## config.mk

```make
export PLATFORM = sky130hd
export DESIGN_NAME = fdl_queue
export DESIGN_NICKNAME = d
export VERILOG_FILES = /design/src/hdl/fdl_pkg.sv /design/src/hdl/fdl_queue.sv
export VERILOG_INCLUDE_DIRS = /design/src /design/src/hdl
export SDC_FILE = /design/constraint.sdc
export NUM_CORES = 1
export LEC_CHECK = 0
export ABC_CLOCK_PERIOD_IN_PS = 1700
export BUFFER_PORTS_ARGS = -buffer_cell sky130_fd_sc_hd__buf_2
export CELL_PAD_IN_SITES_DETAIL_PLACEMENT = 1
export CELL_PAD_IN_SITES_GLOBAL_PLACEMENT = 2
export CORE_ASPECT_RATIO = 0.9
export CORE_UTILIZATION = 25
export CTS_CLUSTER_DIAMETER = 150
export DETAILED_ROUTE_END_ITERATION = 10
export PLACE_DENSITY = 0.56
export SYNTH_ARGS = -nofsm -noshare
export SYNTH_HDL_FRONTEND = slang
export SYNTH_SLANG_ARGS = --single-unit
```

## constraint.sdc

```tcl
create_clock -name clk -period 1.7 [get_ports clk]
set_input_delay 0.085 -clock clk [delete_from_list [all_inputs] [get_ports clk]]
set_output_delay 0.085 -clock clk [all_outputs]
set_load 0.1 [all_outputs]
```

## src/hdl/assert_macros.svh

```systemverilog
// Assertion macros shared by the fractional delay line RTL.
// Included by the modules that carry concurrent checks; no other dependencies.
`ifndef ASSERT_MACROS_SVH
`define ASSERT_MACROS_SVH

// Implication check: whenever ante holds at a clock edge, cons holds as well.
`define FDL_ASSERT_IMP(lbl, clk_s, rstn_s, ante, cons) \
  lbl: assert property (@(posedge clk_s) disable iff (!(rstn_s)) (ante) |-> (cons)) \
    else $error("fdl assertion failed");

// Never check: cond must not hold at any clock edge outside reset.
`define FDL_ASSERT_NEVER(lbl, clk_s, rstn_s, cond) \
  lbl: assert property (@(posedge clk_s) disable iff (!(rstn_s)) !(cond)) \
    else $error("fdl assertion failed");

`endif

```

## src/hdl/fdl_pkg.sv

```systemverilog
// Package for the fractional delay line: sizes, fixed-point constants,
// register codes and the structs passed between the front, queue and back.
package fdl_pkg;

  // Sizes of the store and of the sample and coefficient words.
  localparam int DELAY_DEPTH    = 4096;
  localparam int SAMPLE_BITS    = 24;
  localparam int COEF_W         = 24;
  localparam int COEF_FRAC_BITS = 22;
  localparam int LEN_W          = 13;
  localparam int CFG_DATA_W     = 24;
  localparam int CFG_IDX_W      = 3;

  // Store addressing and length comparison widths.
  localparam int ADDR_W    = (DELAY_DEPTH > 1) ? $clog2(DELAY_DEPTH) : 1;
  localparam int CNT_W     = $clog2(DELAY_DEPTH + 1);
  localparam int LEN_CMP_W = (LEN_W > CNT_W) ? LEN_W : CNT_W;

  // Biquad datapath widths: products, five-term accumulator, shifted result.
  localparam int PROD_W = SAMPLE_BITS + COEF_W;
  localparam int ACC_W  = PROD_W + 3;
  localparam int RES_W  = ACC_W - COEF_FRAC_BITS;

  // Queue between the front and the back.
  localparam int Q_DEPTH = 4;
  localparam int Q_PTR_W = $clog2(Q_DEPTH);
  localparam int Q_CNT_W = $clog2(Q_DEPTH + 1);

  // Rounding constant and saturation limits.
  localparam logic signed [ACC_W-1:0] ACC_HALF = ACC_W'(1) << (COEF_FRAC_BITS - 1);
  localparam logic signed [RES_W-1:0] RES_MAX  =
    RES_W'({1'b0, {(SAMPLE_BITS - 1){1'b1}}});
  localparam logic signed [RES_W-1:0] RES_MIN  = -RES_MAX - RES_W'(1);

  typedef logic signed [SAMPLE_BITS-1:0] sample_t;
  typedef logic signed [COEF_W-1:0]      coef_t;

  // Configuration register indexes.
  typedef enum logic [CFG_IDX_W-1:0] {
    REG_DELAY_LENGTH   = 3'd0,
    REG_ALLPASS_ENABLE = 3'd1,
    REG_COEF_B0        = 3'd2,
    REG_COEF_B1        = 3'd3,
    REG_COEF_B2        = 3'd4,
    REG_COEF_A1        = 3'd5,
    REG_COEF_A2        = 3'd6
  } cfg_reg_t;

  // Configuration as seen by the datapath.
  typedef struct packed {
    logic [LEN_W-1:0] delay_length;
    logic             allpass_enable;
    coef_t            coef_b0;
    coef_t            coef_b1;
    coef_t            coef_b2;
    coef_t            coef_a1;
    coef_t            coef_a2;
  } cfg_t;

  // One sample beat moving between modules.
  typedef struct packed {
    logic    valid;
    sample_t sample;
  } fdl_beat_t;

endpackage

```

## src/hdl/fdl_queue.sv

```systemverilog
// Short queue that decouples the delay front from the biquad back.
// Depends on fdl_pkg and assert_macros.svh.
`include "assert_macros.svh"

module fdl_queue
  import fdl_pkg::*;
(
  input  logic               clk,
  input  logic               rst_n,
  input  fdl_beat_t          push,
  input  logic               pop,
  output fdl_beat_t          head,
  output logic [Q_CNT_W-1:0] count
);

  sample_t              mem_r [Q_DEPTH];
  logic [Q_PTR_W-1:0]   wr_ptr_r, wr_ptr_nxt;
  logic [Q_PTR_W-1:0]   rd_ptr_r, rd_ptr_nxt;
  logic [Q_CNT_W-1:0]   cnt_r,    cnt_nxt;

  // Pointer and occupancy update.
  always_comb begin
    wr_ptr_nxt = wr_ptr_r;
    rd_ptr_nxt = rd_ptr_r;
    cnt_nxt    = cnt_r;
    if (push.valid) begin
      wr_ptr_nxt = (wr_ptr_r == Q_PTR_W'(Q_DEPTH - 1)) ? '0 : wr_ptr_r + Q_PTR_W'(1);
    end
    if (pop) begin
      rd_ptr_nxt = (rd_ptr_r == Q_PTR_W'(Q_DEPTH - 1)) ? '0 : rd_ptr_r + Q_PTR_W'(1);
    end
    if (push.valid && !pop) begin
      cnt_nxt = cnt_r + Q_CNT_W'(1);
    end else if (pop && !push.valid) begin
      cnt_nxt = cnt_r - Q_CNT_W'(1);
    end
  end

  always_ff @(posedge clk) begin
    if (!rst_n) begin
      wr_ptr_r <= '0;
      rd_ptr_r <= '0;
      cnt_r    <= '0;
    end else begin
      wr_ptr_r <= wr_ptr_nxt;
      rd_ptr_r <= rd_ptr_nxt;
      cnt_r    <= cnt_nxt;
    end
  end

  // Storage.
  always_ff @(posedge clk) begin
    if (push.valid) begin
      mem_r[wr_ptr_r] <= push.sample;
    end
  end

  always_comb begin
    head.valid  = (cnt_r != '0);
    head.sample = mem_r[rd_ptr_r];
  end

  assign count = cnt_r;

  // The input credit check must keep the queue from overflowing.
  `FDL_ASSERT_NEVER(a_no_overflow, clk, rst_n, push.valid && !pop && cnt_r == Q_CNT_W'(Q_DEPTH))
  // The back must only take a beat that is present.
  `FDL_ASSERT_NEVER(a_no_underflow, clk, rst_n, pop && cnt_r == '0)

endmodule

```

==> qor.yml <==
logic_synthesis:
  synthFlopType: "edfxtp_1"
  synth_fa_ha_area_frac: 0.02404
  syn-num-nets: 204
  synth_top_cell_area_share: 0.7289
  yosysWarnings: 0
  synth-simple-area-share: 0.02120
  yosys-top-cells-count: "96 x edfxtp_1, 20 x mux4_2, 9 x dfxtp_1"
  synth-edff-count: 96
  synth_top_family_by_area: "multiplexers"
  ys_seq_elements: 105
  ys_types: 22
  synthArstFlopShare: 0
  seq_area_frac_synth: 0.7744
  ys_top_cells_by_area: "edfxtp_1 73%, mux4_2 11%, dfxtp_1 4.6%"
  synthCells: 169
  synth_area_sq_mm: 0.003955
  muxShareOfSynthArea: 0.1506
  synth_area_leader_cell: "edfxtp_1"
  synth_xor_area_frac: 0.004429
  synth_most_common_cell: "edfxtp_1"
  syn_area_per_cell_sq_um: 23.40
  synth_compound_area_frac: 0.005062
cells_and_area:
  area_growth_pct: 39.61
  nFillCells: 1505
  finalCoreUtilization: 0.3576
  n_antenna_cell: 0
  drive_gt1_frac: 0.4197
  fin_nets: 305
  fin_cells: 476
floorplanning:
  rows: 43
  io_pins: 56
  dieArea_sq_mm: 0.01633
  initial_core_util: 0.2561
  die_w_um: 134.6
  fp.coreArea_sq_mm: 0.01544
  chipHeight_um: 121.3
global_route:
  grt_pass1_vias: 2176
  antenna_found_initial: 0
  grt_usage: 0.1058
  gr-total-overflow: 0
  grt_pass1_wl_um: 12230
  grt_max_degree: 25
placement:
  place_ws_ns: 0.09935
  hpwlAfterDp_um: 4982
  portBuffers: 55
  placedCellCount: 432
  globalplace.congestion: 0.6238
critical_path:
  cp_max_fo: 7
  crit_path_start_kind: "flip-flop"
  r2r_start: "count[0]$_SDFFE_PN0P_"
  required_ns: 1.62
  critPathCapture: "head[10]"
  ff2ff_setup_slack_ns: 0.19
  crit_arrival_ns: 1.71
  r2r_cells: 4
  r2r-end: "count[2]$_SDFFE_PN0P_"
  end_kind: "output pin"
  crit_type: "flip-flop to output pin"
clocking:
  clockBufferDepth: 2
  cts.sinks: 105
  cts_tree: "yes"
  h-tree-depth: 3
  cts-root-buf: "clkbuf_16"
  clk_latency_ns: 0.34
  clk_pin_slew_ns: 0.07
  numCtsBuffers: 9
timing:
  slew-limit-headroom: 0.6789
  skew_ns: 0.003973
  setup_violations: 24
  finalMaxSlewViolations: 0
  fmax_ghz: 0.5564
  fin_crit_sh: 1.057
  rsz0062_at_grt: "yes"
  layout_min_cycle_time_ns: 1.797
  fin_setup_tns_ns: -1.632
  hold_viol_final: 0
  worst_pin_slew_ns: 0.4850
  fin_ws_ns: -0.09714
pwr:
  sw_frac_of_total: 0.2813
  clkPwrFrac: 0.334
  leakage_nw: 1.939
  pwr-share-seq: 0.437
  ir_worst_vdd_mv: 0.4968
  power_switching_mw: 1.933
  power_frac_comb: 0.229
  p_int_mw: 4.939
  powerDensity_mw_per_mm2: 1245
drt:
  vias: 1918
  drc: 0
  detail-route-antenna-nets: 0
  wirelength_um: 7979
  dr.pass1.iters: 3
  viasPerCell: 4.029
  drt-initial-drc-count: 83
  routedWlPerCell_um: 16.76
min_path:
  hold_path_class: "input pin to flip-flop"
outcome:
  violations: "setup timing"
  status: "finished, violations left"
flow_run:
  cap_violations: 0
==> repair_timing <==
| action | CTS | global route |
|---|---|---|
| resized for setup | 5 | 2 |
| setup endpoints to repair | 24 | 24 |
| pin swaps | 0 | 0 |
| cloned | 0 | 1 |
| hold endpoints to repair | 96 | 0 |
| hold buffers | 24 | 0 |
| buffers inserted | 2 | 2 |
==> worst min-delay path by stage <==
stage	slack, ns	to	start	cells past startpoint
global placement	0.30	mem_r[1][19]$_DFFE_PP_	push[19]	1
detailed placement	0.31	mem_r[2][10]$_DFFE_PP_	push[10]	1
CTS	0.03	count[0]$_SDFFE_PN0P_	rst_n	2
floorplan	0.18	mem_r[0][0]$_DFFE_PP_	push[0]	0
finish	0.04	count[0]$_SDFFE_PN0P_	rst_n	2
global route	0.05	count[1]$_SDFFE_PN0P_	rst_n	2
==> routing by layer <==
layer | GRT usage | part of all wire | routed length, um | vias up
li1 | - | - | - | 886
met4 | 0.04424 | 0.017 | 132 | 0
met5 | 0 | 0 | 0 | -
met2 | 0.1804 | 0.50 | 4000 | 38
met1 | 0.1234 | 0.45 | 3566 | 985
met3 | 0.03258 | 0.035 | 280 | 9
==> cell type report <==
type                       instances  area (sq um)  share of cell area
clock buffer                       9         225.2             0.04079
clock inverter                     6         107.6             0.01949
inverter                           4         15.01            0.002719
multi-input combinational         54         798.3              0.1446
sequential                       105          3069              0.5559
tap                              202         252.7             0.04577
timing repair buffer              96          1054              0.1908
==> logic make-up after synthesis <==
group	after synthesis
and+or+nand+nor	14
xor gates and xnor gates	2
buffers and inverters	10
AOI/OAI and AO/OA	3
DFF	105
adders and majority gates	7
muxes	28
==> flip-flops by register name, indices dropped and copies added, names as in the netlist, named ones only <==
name,count
rd_ptr_r,2
wr_ptr_r,2
count,3
mem_r,96
==> stage by stage <==
step / hold WS [ns] / power, mW / instance area, sq um
finish: 0.04088 / 6.872 / 5522
CTS: 0.03248 / 6.963 / 5489
global placement: 0.3006 / 4.568 / 4898
global route: 0.04597 / 7.127 / 5522
floorplan: 0.1839 / 4.048 / 3959
detailed placement: 0.3134 / 4.586 / 4898
==> power groups by stage <==
| stage | logic, mW | registers (mW) | clock network, mW |
|---|---|---|---|
| after floorplan | 0.916 | 3.13 | 0 |
| final | 1.57 | 3.00 | 2.30 |
| after global routing | 1.64 | 3.02 | 2.47 |
| after CTS | 1.58 | 3.00 | 2.38 |
| after global placement | 1.52 | 3.05 | 0 |
| after detailed placement | 1.53 | 3.06 | 0 |
==> critical path, stage by stage (launching register included) <==
cell	delay, ns
dfxtp_4	0.44
buf_12	0.17
mux4_2	0.56
buf_12	0.19
==> cell usage in the layout (no fill, tap or decap), types with 5 or more instances in the layout <==
| cell | netlist | layout |
|---|---|---|
| clkbuf_16 | 0 | 10 |
| edfxtp_1 | 96 | 96 |
| buf_4 | 0 | 13 |
| buf_12 | 2 | 26 |
| dlygate4sd3_1 | 0 | 24 |
| nor2b_1 | 5 | 5 |
| and2_1 | 5 | 5 |
| buf_2 | 2 | 31 |
| ha_1 | 6 | 6 |
| dfxtp_1 | 9 | 6 |
| mux4_2 | 20 | 24 |
Power figures use the tool's default switching activity.
